[config.mk]
export PLATFORM = sky130hd
export DESIGN_NAME = decimal_string_parser
export DESIGN_NICKNAME = d
export VERILOG_FILES = /design/src/rtl/dsp_pkg.sv /design/src/rtl/dsp_core.sv /design/src/rtl/decimal_string_parser.sv
export SDC_FILE = /design/constraint.sdc
export NUM_CORES = 1
export LEC_CHECK = 0
export BUFFER_PORTS_ARGS = -buffer_cell sky130_fd_sc_hd__buf_2
export CORE_MARGIN = 2
export CORE_UTILIZATION = 45
export DETAILED_ROUTE_END_ITERATION = 10
export HOLD_SLACK_MARGIN = 0.08
export MAX_ROUTING_LAYER = met4
export PLACE_DENSITY = 0.58
export SYNTH_ARGS = -nofsm -noshare
export SYNTH_HDL_FRONTEND = slang
export SYNTH_HIERARCHICAL = 1
export SYNTH_SLANG_ARGS = --single-unit
[constraint.sdc]
create_clock -name clk -period 21.3 [get_ports clk]
set_input_delay 4.26 -clock clk [delete_from_list [all_inputs] [get_ports clk]]
set_output_delay 4.26 -clock clk [all_outputs]
set_load 0.01 [all_outputs]
[src/rtl/dsp_pkg.sv]
// Shared types and constants for the decimal string parser.
package dsp_pkg;

    localparam int MAG_OUT_W = 127;
    localparam int EXP_W     = 32;
    localparam int FRAC_W    = 8;

    localparam logic [7:0] CH_MINUS = 8'h2D;
    localparam logic [7:0] CH_PLUS  = 8'h2B;
    localparam logic [7:0] CH_DOT   = 8'h2E;
    localparam logic [7:0] CH_E_LO  = 8'h65;
    localparam logic [7:0] CH_E_UP  = 8'h45;
    localparam logic [7:0] CH_ZERO  = 8'h30;
    localparam logic [7:0] CH_NINE  = 8'h39;

    // Largest exponent magnitude accepted while scanning; a positive
    // exponent of this size is still rejected at the end.
    localparam logic [35:0] EXP_LIMIT   = 36'h0_8000_0000;
    localparam logic [31:0] EXP_POS_MAX = 32'h7FFF_FFFF;
    localparam logic [7:0]  FRAC_SAT    = 8'hFF;

    typedef enum logic [1:0] {
        PH_START,
        PH_WHOLE,
        PH_FRAC,
        PH_EXP
    } phase_t;

    typedef enum logic [2:0] {
        ST_OK        = 3'd0,
        ST_EMPTY     = 3'd1,
        ST_NO_DIGITS = 3'd2,
        ST_EXP_SIGN  = 3'd3,
        ST_BAD_EXP   = 3'd4,
        ST_INVALID   = 3'd5,
        ST_TOO_LARGE = 3'd6
    } status_t;

    typedef struct packed {
        status_t                status;
        logic                   negative;
        logic [MAG_OUT_W-1:0]   magnitude;
        logic [FRAC_W-1:0]      fraction_count;
        logic signed [EXP_W-1:0] exponent_value;
    } result_t;

endpackage

[src/rtl/dsp_core.sv]
// Parse state and per-character next-state and result logic.
module dsp_core #(
    parameter int VALUE_BITS = 128
) (
    input  logic               clk,
    input  logic               rst_n,
    input  logic               step,
    input  logic [7:0]         char_code,
    input  logic               last_char,
    input  logic               empty_string,
    output logic               produce,
    output dsp_pkg::result_t   result
);

    localparam int MAG_W = VALUE_BITS - 1;

    dsp_pkg::phase_t      phase_reg, phase_next;
    logic                 minus_reg, minus_next;
    logic [MAG_W-1:0]     value_reg, value_next;
    logic                 vovf_reg, vovf_next;
    logic                 whole_reg, whole_next;
    logic [7:0]           frac_reg, frac_next;
    logic                 eneg_reg, eneg_next;
    logic                 esign_reg, esign_next;
    logic                 edig_reg, edig_next;
    logic [31:0]          emag_reg, emag_next;
    dsp_pkg::status_t     err_reg, err_next;

    logic                 is_digit;
    logic [3:0]           digit;
    logic [MAG_W+3:0]     fold_prod;
    logic [35:0]          exp_prod;
    dsp_pkg::phase_t      ph;
    logic                 consumed;
    logic                 fold_en;
    dsp_pkg::status_t     fin_status;

    assign is_digit = (char_code >= dsp_pkg::CH_ZERO) && (char_code <= dsp_pkg::CH_NINE);
    assign digit    = char_code[3:0];

    // value * 10 + digit, with four guard bits to catch overflow.
    assign fold_prod = ({4'b0, value_reg} << 3) + ({4'b0, value_reg} << 1)
                       + (MAG_W+4)'(digit);
    assign exp_prod  = ({4'b0, emag_reg} << 3) + ({4'b0, emag_reg} << 1) + 36'(digit);

    assign produce = last_char || empty_string;

    always_comb
    begin
        phase_next = phase_reg;
        minus_next = minus_reg;
        value_next = value_reg;
        vovf_next  = vovf_reg;
        whole_next = whole_reg;
        frac_next  = frac_reg;
        eneg_next  = eneg_reg;
        esign_next = esign_reg;
        edig_next  = edig_reg;
        emag_next  = emag_reg;
        err_next   = err_reg;
        ph         = phase_reg;
        consumed   = 1'b0;
        fold_en    = 1'b0;

        if (err_reg == dsp_pkg::ST_OK)
        begin
            if (ph == dsp_pkg::PH_START)
            begin
                ph = dsp_pkg::PH_WHOLE;
                phase_next = dsp_pkg::PH_WHOLE;
                if (char_code == dsp_pkg::CH_MINUS)
                begin
                    minus_next = 1'b1;
                    consumed   = 1'b1;
                end
                else if (char_code == dsp_pkg::CH_PLUS)
                begin
                    consumed = 1'b1;
                end
            end
            if (!consumed)
            begin
                case (ph)
                    dsp_pkg::PH_WHOLE, dsp_pkg::PH_FRAC:
                    begin
                        if (is_digit)
                        begin
                            fold_en = 1'b1;
                            if (ph == dsp_pkg::PH_WHOLE)
                            begin
                                whole_next = 1'b1;
                            end
                            else if (frac_reg != dsp_pkg::FRAC_SAT)
                            begin
                                frac_next = frac_reg + 8'd1;
                            end
                        end
                        else if (ph == dsp_pkg::PH_WHOLE && char_code == dsp_pkg::CH_DOT)
                        begin
                            phase_next = dsp_pkg::PH_FRAC;
                        end
                        else if (!whole_reg && frac_reg == 8'd0)
                        begin
                            err_next = dsp_pkg::ST_NO_DIGITS;
                        end
                        else if (char_code == dsp_pkg::CH_E_LO ||
                                 char_code == dsp_pkg::CH_E_UP)
                        begin
                            phase_next = dsp_pkg::PH_EXP;
                        end
                        else
                        begin
                            err_next = dsp_pkg::ST_INVALID;
                        end
                    end
                    dsp_pkg::PH_EXP:
                    begin
                        if (is_digit)
                        begin
                            edig_next = 1'b1;
                            if (exp_prod > dsp_pkg::EXP_LIMIT)
                            begin
                                err_next = dsp_pkg::ST_BAD_EXP;
                            end
                            else
                            begin
                                emag_next = exp_prod[31:0];
                            end
                        end
                        else if (!esign_reg && !edig_reg &&
                                 (char_code == dsp_pkg::CH_PLUS ||
                                  char_code == dsp_pkg::CH_MINUS))
                        begin
                            esign_next = 1'b1;
                            eneg_next  = (char_code == dsp_pkg::CH_MINUS);
                        end
                        else
                        begin
                            err_next = dsp_pkg::ST_BAD_EXP;
                        end
                    end
                    default:
                    begin
                        phase_next = ph;
                    end
                endcase
            end
        end

        // Once the magnitude has overflowed it stays cleared.
        if (fold_en && !vovf_reg)
        begin
            if (fold_prod[MAG_W+3:MAG_W] != 4'd0)
            begin
                vovf_next  = 1'b1;
                value_next = '0;
            end
            else
            begin
                value_next = fold_prod[MAG_W-1:0];
            end
        end

        // Final status is taken from the state after this character.
        if (err_next != dsp_pkg::ST_OK)
        begin
            fin_status = err_next;
        end
        else if (phase_next == dsp_pkg::PH_EXP && !edig_next)
        begin
            fin_status = esign_next ? dsp_pkg::ST_EXP_SIGN : dsp_pkg::ST_BAD_EXP;
        end
        else if (phase_next == dsp_pkg::PH_EXP && !eneg_next &&
                 emag_next > dsp_pkg::EXP_POS_MAX)
        begin
            fin_status = dsp_pkg::ST_BAD_EXP;
        end
        else if (phase_next != dsp_pkg::PH_EXP && !whole_next && frac_next == 8'd0)
        begin
            fin_status = dsp_pkg::ST_NO_DIGITS;
        end
        else if (vovf_next)
        begin
            fin_status = dsp_pkg::ST_TOO_LARGE;
        end
        else
        begin
            fin_status = dsp_pkg::ST_OK;
        end

        result = '0;
        if (empty_string)
        begin
            result.status = dsp_pkg::ST_EMPTY;
        end
        else
        begin
            result.status = fin_status;
            if (fin_status == dsp_pkg::ST_OK)
            begin
                result.negative       = minus_next;
                result.magnitude      = dsp_pkg::MAG_OUT_W'(value_next);
                result.fraction_count = frac_next;
                result.exponent_value = eneg_next ? (32'd0 - emag_next) : emag_next;
            end
        end
    end

    always_ff @(posedge clk or negedge rst_n)
    begin
        if (!rst_n)
        begin
            phase_reg <= dsp_pkg::PH_START;
            minus_reg <= 1'b0;
            value_reg <= '0;
            vovf_reg  <= 1'b0;
            whole_reg <= 1'b0;
            frac_reg  <= '0;
            eneg_reg  <= 1'b0;
            esign_reg <= 1'b0;
            edig_reg  <= 1'b0;
            emag_reg  <= '0;
            err_reg   <= dsp_pkg::ST_OK;
        end
        else if (step)
        begin
            if (produce)
            begin
                // A finished string returns the parser to its starting state.
                phase_reg <= dsp_pkg::PH_START;
                minus_reg <= 1'b0;
                value_reg <= '0;
                vovf_reg  <= 1'b0;
                whole_reg <= 1'b0;
                frac_reg  <= '0;
                eneg_reg  <= 1'b0;
                esign_reg <= 1'b0;
                edig_reg  <= 1'b0;
                emag_reg  <= '0;
                err_reg   <= dsp_pkg::ST_OK;
            end
            else
            begin
                phase_reg <= phase_next;
                minus_reg <= minus_next;
                value_reg <= value_next;
                vovf_reg  <= vovf_next;
                whole_reg <= whole_next;
                frac_reg  <= frac_next;
                eneg_reg  <= eneg_next;
                esign_reg <= esign_next;
                edig_reg  <= edig_next;
                emag_reg  <= emag_next;
                err_reg   <= err_next;
            end
        end
    end

endmodule

[src/rtl/decimal_string_parser.sv]
// Top level of the streaming decimal string parser.
//
//  Channel | Direction | Handshake                 | Word
//  --------+-----------+---------------------------+----------------------------------
//  char    | in        | char_valid / char_stall   | char_code, last_char, empty_string
//  result  | out       | result_valid / result_stall | status, negative, magnitude_high,
//          |           |                           | magnitude_low, fraction_count,
//          |           |                           | exponent_value
//
// One character word is taken per cycle while char_stall is low. A word is held in
// the input register, where the 127-bit multiply-by-ten-and-add sets the cycle time,
// and the result of a word that ends a string is then registered in the output register.
// Reset returns the parser to the start of a string and empties both registers.
// Only a word that ends a string waits on a stalled output; others pass freely.
module decimal_string_parser #(
    parameter int VALUE_BITS = 128
) (
    input  logic                clk,
    input  logic                rst_n,
    input  logic                char_valid,
    output logic                char_stall,
    input  logic [7:0]          char_code,
    input  logic                last_char,
    input  logic                empty_string,
    output logic                result_valid,
    input  logic                result_stall,
    output logic [2:0]          status,
    output logic                negative,
    output logic [62:0]         magnitude_high,
    output logic [63:0]         magnitude_low,
    output logic [7:0]          fraction_count,
    output logic signed [31:0]  exponent_value
);

    logic              s1_valid_reg;
    logic [7:0]        s1_char_reg;
    logic              s1_last_reg;
    logic              s1_empty_reg;
    logic              out_valid_reg;
    dsp_pkg::result_t  out_reg;

    logic              produce;
    logic              blocked;
    logic              step;
    dsp_pkg::result_t  core_result;

    assign blocked    = s1_valid_reg && produce && out_valid_reg && result_stall;
    assign step       = s1_valid_reg && !blocked;
    assign char_stall = blocked;

    dsp_core #(
        .VALUE_BITS (VALUE_BITS)
    ) u_core (
        .clk          (clk),
        .rst_n        (rst_n),
        .step         (step),
        .char_code    (s1_char_reg),
        .last_char    (s1_last_reg),
        .empty_string (s1_empty_reg),
        .produce      (produce),
        .result       (core_result)
    );

    always_ff @(posedge clk or negedge rst_n)
    begin
        if (!rst_n)
        begin
            s1_valid_reg  <= 1'b0;
            out_valid_reg <= 1'b0;
        end
        else
        begin
            if (char_valid && !char_stall)
            begin
                s1_valid_reg <= 1'b1;
            end
            else if (step)
            begin
                s1_valid_reg <= 1'b0;
            end

            if (step && produce)
            begin
                out_valid_reg <= 1'b1;
            end
            else if (!result_stall)
            begin
                out_valid_reg <= 1'b0;
            end
        end
    end

    always_ff @(posedge clk)
    begin
        if (char_valid && !char_stall)
        begin
            s1_char_reg  <= char_code;
            s1_last_reg  <= last_char;
            s1_empty_reg <= empty_string;
        end
        if (step && produce)
        begin
            out_reg <= core_result;
        end
    end

    assign result_valid   = out_valid_reg;
    assign status         = out_reg.status;
    assign negative       = out_reg.negative;
    assign magnitude_high = out_reg.magnitude[126:64];
    assign magnitude_low  = out_reg.magnitude[63:0];
    assign fraction_count = out_reg.fraction_count;
    assign exponent_value = out_reg.exponent_value;

endmodule
### Word level (Yosys, flattened, before mapping)

Index checks and enable logic that the tools add are counted.

| word-level totals | value |
|---|---|
| register bits after elaboration | 361 |
| memory bits (writable) | 0 |
| memories | 0 |
| word-level logic and storage cells | 168 |
| bits in read-only memories | 0 |
| latch bits | 0 |

| operators by class | value |
|---|---|
| add/sub/neg operators | 6 |
| multiply operators | 0 |
| bitwise operators | 1 |
| div/mod/pow operators | 0 |
| multiplexer cells | 86 |
| reductions and logical operators | 38 |
| $lt $le $gt $ge | 4 |
| eq/ne operators | 12 |
| shift-type cells | 0 |

Operators with widths:

| cell | count |
|---|---|
| 127-bit 2-to-1 mux | 3 |
| 32-bit 2-to-1 mux | 7 |
| 130-bit by 128-bit adder with 131-bit output | 1 |
| 131-bit by 4-bit adder with 131-bit output | 1 |
| 8-bit 2-to-1 mux | 7 |
| 3-bit 2-to-1 mux | 16 |
| 1-bit 2-to-1 mux | 42 |
| 35-bit by 33-bit adder with 36-bit output | 1 |
| 36-bit by 4-bit adder with 36-bit output | 1 |
| 36-bit by 32-bit greater-than comparator with 1-bit output (second input constant) | 1 |
| 32-bit by 31-bit greater-than comparator with 1-bit output (second input constant) | 1 |
| 1-bit by 32-bit subtractor with 32-bit output (first input constant) | 1 |
| 8-bit by 6-bit equality test with 1-bit output (second input constant) | 3 |
| 2-bit 2-to-1 mux | 9 |
| 1-bit logical AND | 17 |
| 8-bit by 7-bit equality test with 1-bit output (second input constant) | 2 |
| 8-bit logical NOT | 2 |
| 8-bit by 1-bit adder with 8-bit output (second input constant) | 1 |
| 8-bit by 6-bit greater-or-equal comparator with 1-bit output (second input constant) | 1 |
| 8-bit by 6-bit less-or-equal comparator with 1-bit output (second input constant) | 1 |
| 1-bit logical NOT | 8 |
| 8-bit != test (second input constant) | 1 |
| 2-bit equality test (second input constant) | 3 |
| 3-bit logical NOT | 2 |
| other kinds (12) | 15 |

### Longest topological paths before layout

| depth | value |
|---|---|
| word-level depth | 20 |
| mapped depth | 24 |
| depth with buffers taken out | 21 |

### Cells and area by module

Netlist, hierarchy kept.

Modules (own cells, without submodules):

| module | area an instance (sq um) | cells an instance | seq. area each (sq um) | instances |
|---|---|---|---|---|
| dsp_core | 23,507.5 | 3,064 | 4,454.3 | 1 |
| decimal_string_parser | 5,534.1 | 193 | 5,485.3 | 1 |

### Worst setup path before layout

No wires, ideal clock.

| timing | value |
|---|---|
| path type | input -> register |
| from | in result_stall |
| to | reg out_reg (netlist bit exponent_value[0]), enable pin |
| setup slack | 8,252 ps |
| arrival time | 12,289 ps |
| library setup time | 760 ps |
| path buffers | 0 |
| stages on the path | 1 |
| path through | a21oi_1 |

| on the way | value |
|---|---|
| cells in the longest elaborated chain, start to end | 4 |

RTL lines:

| what | line | RTL |
|---|---|---|
| start: declaration | decimal_string_parser.sv:26 | `input logic result_stall,` |
| 1-bit logical AND | decimal_string_parser.sv:47 | `assign blocked = s1_valid_reg && produce && out_valid_reg && result_stall;` |
| 1-bit logical NOT | decimal_string_parser.sv:48 | `assign step = s1_valid_reg && !blocked;` |
| 1-bit logical AND | decimal_string_parser.sv:48 |  |
| 1-bit logical AND | decimal_string_parser.sv:101 | `if (step && produce)` |
| end signal: assignment | decimal_string_parser.sv:103 | `out_reg <= core_result;` |
| end: declaration | decimal_string_parser.sv:40 | `dsp_pkg::result_t out_reg;` |

Every way passes these cells.
A chain may end at the register's enable or synchronous reset.

### Worst setup path after layout

| timing | value |
|---|---|
| from | in result_stall |
| to | out char_stall |

| on the way | value |
|---|---|
| cells in the longest elaborated chain, start to end | 1 |

RTL lines:

| what | line | RTL |
|---|---|---|
| 1-bit logical AND | decimal_string_parser.sv:47 |  |
| end: declaration | decimal_string_parser.sv:21 | `output logic char_stall,` |

Every way passes these cells.

==> results.md <==
- Outcome: completed
- WP data required: 17.04 ns
- Cell count after synthesis: 3257
- Final setup violation count: 0
- Register area share after synthesis: 34.2%
- Die Area: between 60000 and 70000 sq um
- Period minus WS final: 9.04 ns
- Initial antenna violation count: 2
- CP bufs+invs: 3
- Core Box Area: 64100 sq um
- Antenna Nets Post-Route: 0
- Synthesis-to-finish area growth: 10.7%
- Clk pwr share: 47.5%
- Met3 Resource Use GR: 3.08%
- Fillers: between 6k and 7k
- Grt met2 use: between 40% and 50%
- P_sw: 422 uW
- First DRT Iteration DRCs: 2092
- Largest net degree at the start of global routing: slightly below 80
- # Max-Cap Violations: 0
- Comb power frac: 6.6%
- Crit Reg-Reg Startpoint: s1_char_reg[3]
- Final Max Slew Viols: 0
- Final Skew: approximately 0.022 ns
- Top delay family on crit path: buffers and inverters
- Max reg flops: 127
- Num ports: 187
- Worst hold path class: reg -> reg
- Worst reg2reg path depth: 20
- Syn_nets: 3595
- Post-Route Setup TNS: 0 ns
- Most common cell on crit path: buf_2
- Pwr dens: roughly 53 nW/um^2
- Crit-path max FO: 4
- Final net count: 3667
- Avg Inst Size Synth: 8.92 sq um
- IO buf count: 186
- Setup slack, reg-to-reg: 13.82 ns
- Hold Buf Count CTS: 0
- Worst hold start: u_core/minus_reg
- Met1 Use GR: 39.4%
- Actual slew at the worst max-slew pin: 1.30 ns
- Vias in the first global route: 25.6k
- Worst-path clk slew: approximately 0.070 ns
- Reg power frac: between 40% and 50%
- Busiest grt layer: met2
- Via count: 26.4k
- Critical path class: in -> out
- Fmax achieved: 111 MHz
- Yosys top cell by area: edfxtp_1
- Post-synth EDFFs: approximately 180
- Hold depth: 2
- Number of core rows: 93
- CTS tree: built
- CP Capture Type: output pin
- Fin Hold WS: 0.509 ns
- Root buf cell: clkbuf_16
- Resize count post-CTS: 0
- Chip width: 258 um
- CTS Sinks: between 300 and 400
- Wirelength per Cell: 22.7 um
- Syn Std Cell Area: 29000 sq um
- Worst path cell trace: buf_2 > nand4_1 > inv_1 > buf_2
- H-Tree Depth: 2
- Critical path depth in cells: 4
- Share of layout cells above drive strength 1: 10.4%
- Final-report hold violation count: 0
- Max-slew headroom: around an eighth
- Number of synthesized register bits: about 360
- Drt pass-1 iters: 5
- GPL Wtd Cong: 1.00
- Final Util: between 50% and 60%
- Crit start category: input pin
- Wirelength, routed: 95800 um
- Worst EP arrival: 4.78 ns
- P_int: approximately 1300 uW
- Die H: 258 um
- Worst hold endpoint: u_core/minus_reg
- Setup repair bufs after CTS: 0
- Sw Ratio: about a quarter
- Slowest stage delay, CP: 0.14 ns
- Post-synth top area share: 18.7%
- Yosys warning total: 6
- First-pass GRT wire length: 149000 um
- RSZ-0062 raised after global routing: no
- CTS buffer count: 44
- Most common flop cell mapped by yosys: edfxtp_1
- Placed Area: 30600 sq um
- Worst r2r dst: exponent_value[30]
- Vias per cell: 6.24
- P_leak: 0.0141 uW
- Worst-Skew Late Latency: 0.60 ns
- Async S/R FF share, synth: 49.9%
- Clk buf depth: 3
- HPWL Detailed: 71200 um
- Gr usage total: 29.0%
- Total grt overflow: 0
- Post-route cell area: between 30000 and 40000 sq um
- Initial core utilization: 45.3%
- Distinct cells, synth: 98
- Crit-path slowest cell: buf_2
- Largest cells by area after synthesis: edfxtp_1, dfrtp_1, ha_1
- Max VDD drop: 0.0551 mV
- DRC: 0
- Period utilization: approximately 42%
-- power groups by stage --
stage                     registers [uW]  logic [uW]  clock network, uW
final                                775         112                803
after global routing                 778         121                847
after CTS                            776         113                821
after detailed placement             788         113                  0
after global placement               789         111                  0
after floorplan                      807        42.4                  0
-- cells in the final DEF (no fill, tap or decap), types with 34 or more instances in the layout --
cell	instances
nor2_1	338
ha_1	320
a21oi_1	310
nand2_1	281
buf_2	185
edfxtp_1	181
dfrtp_1	180
o21ai_0	161
a21o_1	115
xnor2_1	90
o2bb2ai_1	83
nand4_1	80
nand3_1	75
xor2_1	66
inv_1	65
a22oi_1	64
nor3_1	60
a22o_1	47
clkbuf_16	45
a31oi_1	37
o21bai_1	37
or3_1	34
-- stage by stage --
stage	power, uW	cells	worst slack (ns)
3_3_place_gp	900	4138	12.28
4_1_cts	1710	4219	12.25
2_1_floorplan	849	3257	8.25
5_1_grt	1750	4220	12.22
3_5_place_dp	901	4138	12.26
6_report	1690	4221	12.26
-- layer usage --
| metal | vias to the layer above | part of all wire [%] |
|---|---|---|
| li1 | 12400 | - |
| met2 | 815 | 46 |
| met1 | 12900 | 46 |
| met4 | 0 | 2.8 |
| met3 | 147 | 5.0 |
| met5 | - | 0 |
-- tightest hold or removal path: stages, from the launching register on --
cell     delay, ns
dfrtp_1       0.35
a21oi_1       0.04
nor2_1        0.08
-- logic make-up (layout without fill, tap and decap cells) --
group                    count (synthesis)  count (layout)  synth area share, %
AO/OA/AOI/OAI                         1099            1099                 25.8
AND/OR/NAND/NOR                       1036            1036                 16.8
flip-flops                             361             361                 34.2
adder cells (fa/ha/maj)                324             324                 14.1
buffers and inverters                  254             361                 3.41
XOR/XNOR                               157             157                 4.76
multiplexers                            26              26                0.918
other                                    0               2                    0
-- area by class of cell --
type / instances / area, sq um / share of cell area (%)
Clock buffer: 53 / 1170 / 3.63
Inverter: 67 / 253 / 0.786
Sequential cell: 361 / 9940 / 30.9
Antenna cell: 2 / 5.00 / 0.0156
Tap cell: 855 / 1070 / 3.33
Timing Repair Buffer: 213 / 1140 / 3.55
Clock inverter: 28 / 353 / 1.10
Multi-Input combinational cell: 2642 / 18200 / 56.7
-- cell usage after synthesis, drive strengths merged, types with 25 or more instances --
library cell,instances
nor2,340
ha,320
a21oi,311
nand2,282
edfxtp,181
dfrtp,180
o21ai,168
clkbuf,163
a21o,115
xnor2,91
o2bb2ai,83
nand4,82
nand3,75
inv,66
xor2,66
a22oi,65
nor3,63
a22o,47
a31oi,39
o21bai,38
or3,35
a211oi,28
o211ai,26
and3,25
-- worst max path at each step --
stage | start | end | slack, ns
finish | result_stall | char_stall | 12.26
global placement | result_stall | char_stall | 12.28
detailed placement | result_stall | char_stall | 12.26
floorplan | result_stall | exponent_value[0] | 8.25
CTS | result_stall | char_stall | 12.25
global route | result_stall | char_stall | 12.22
Note: power is estimated with default switching activity, not from simulation.
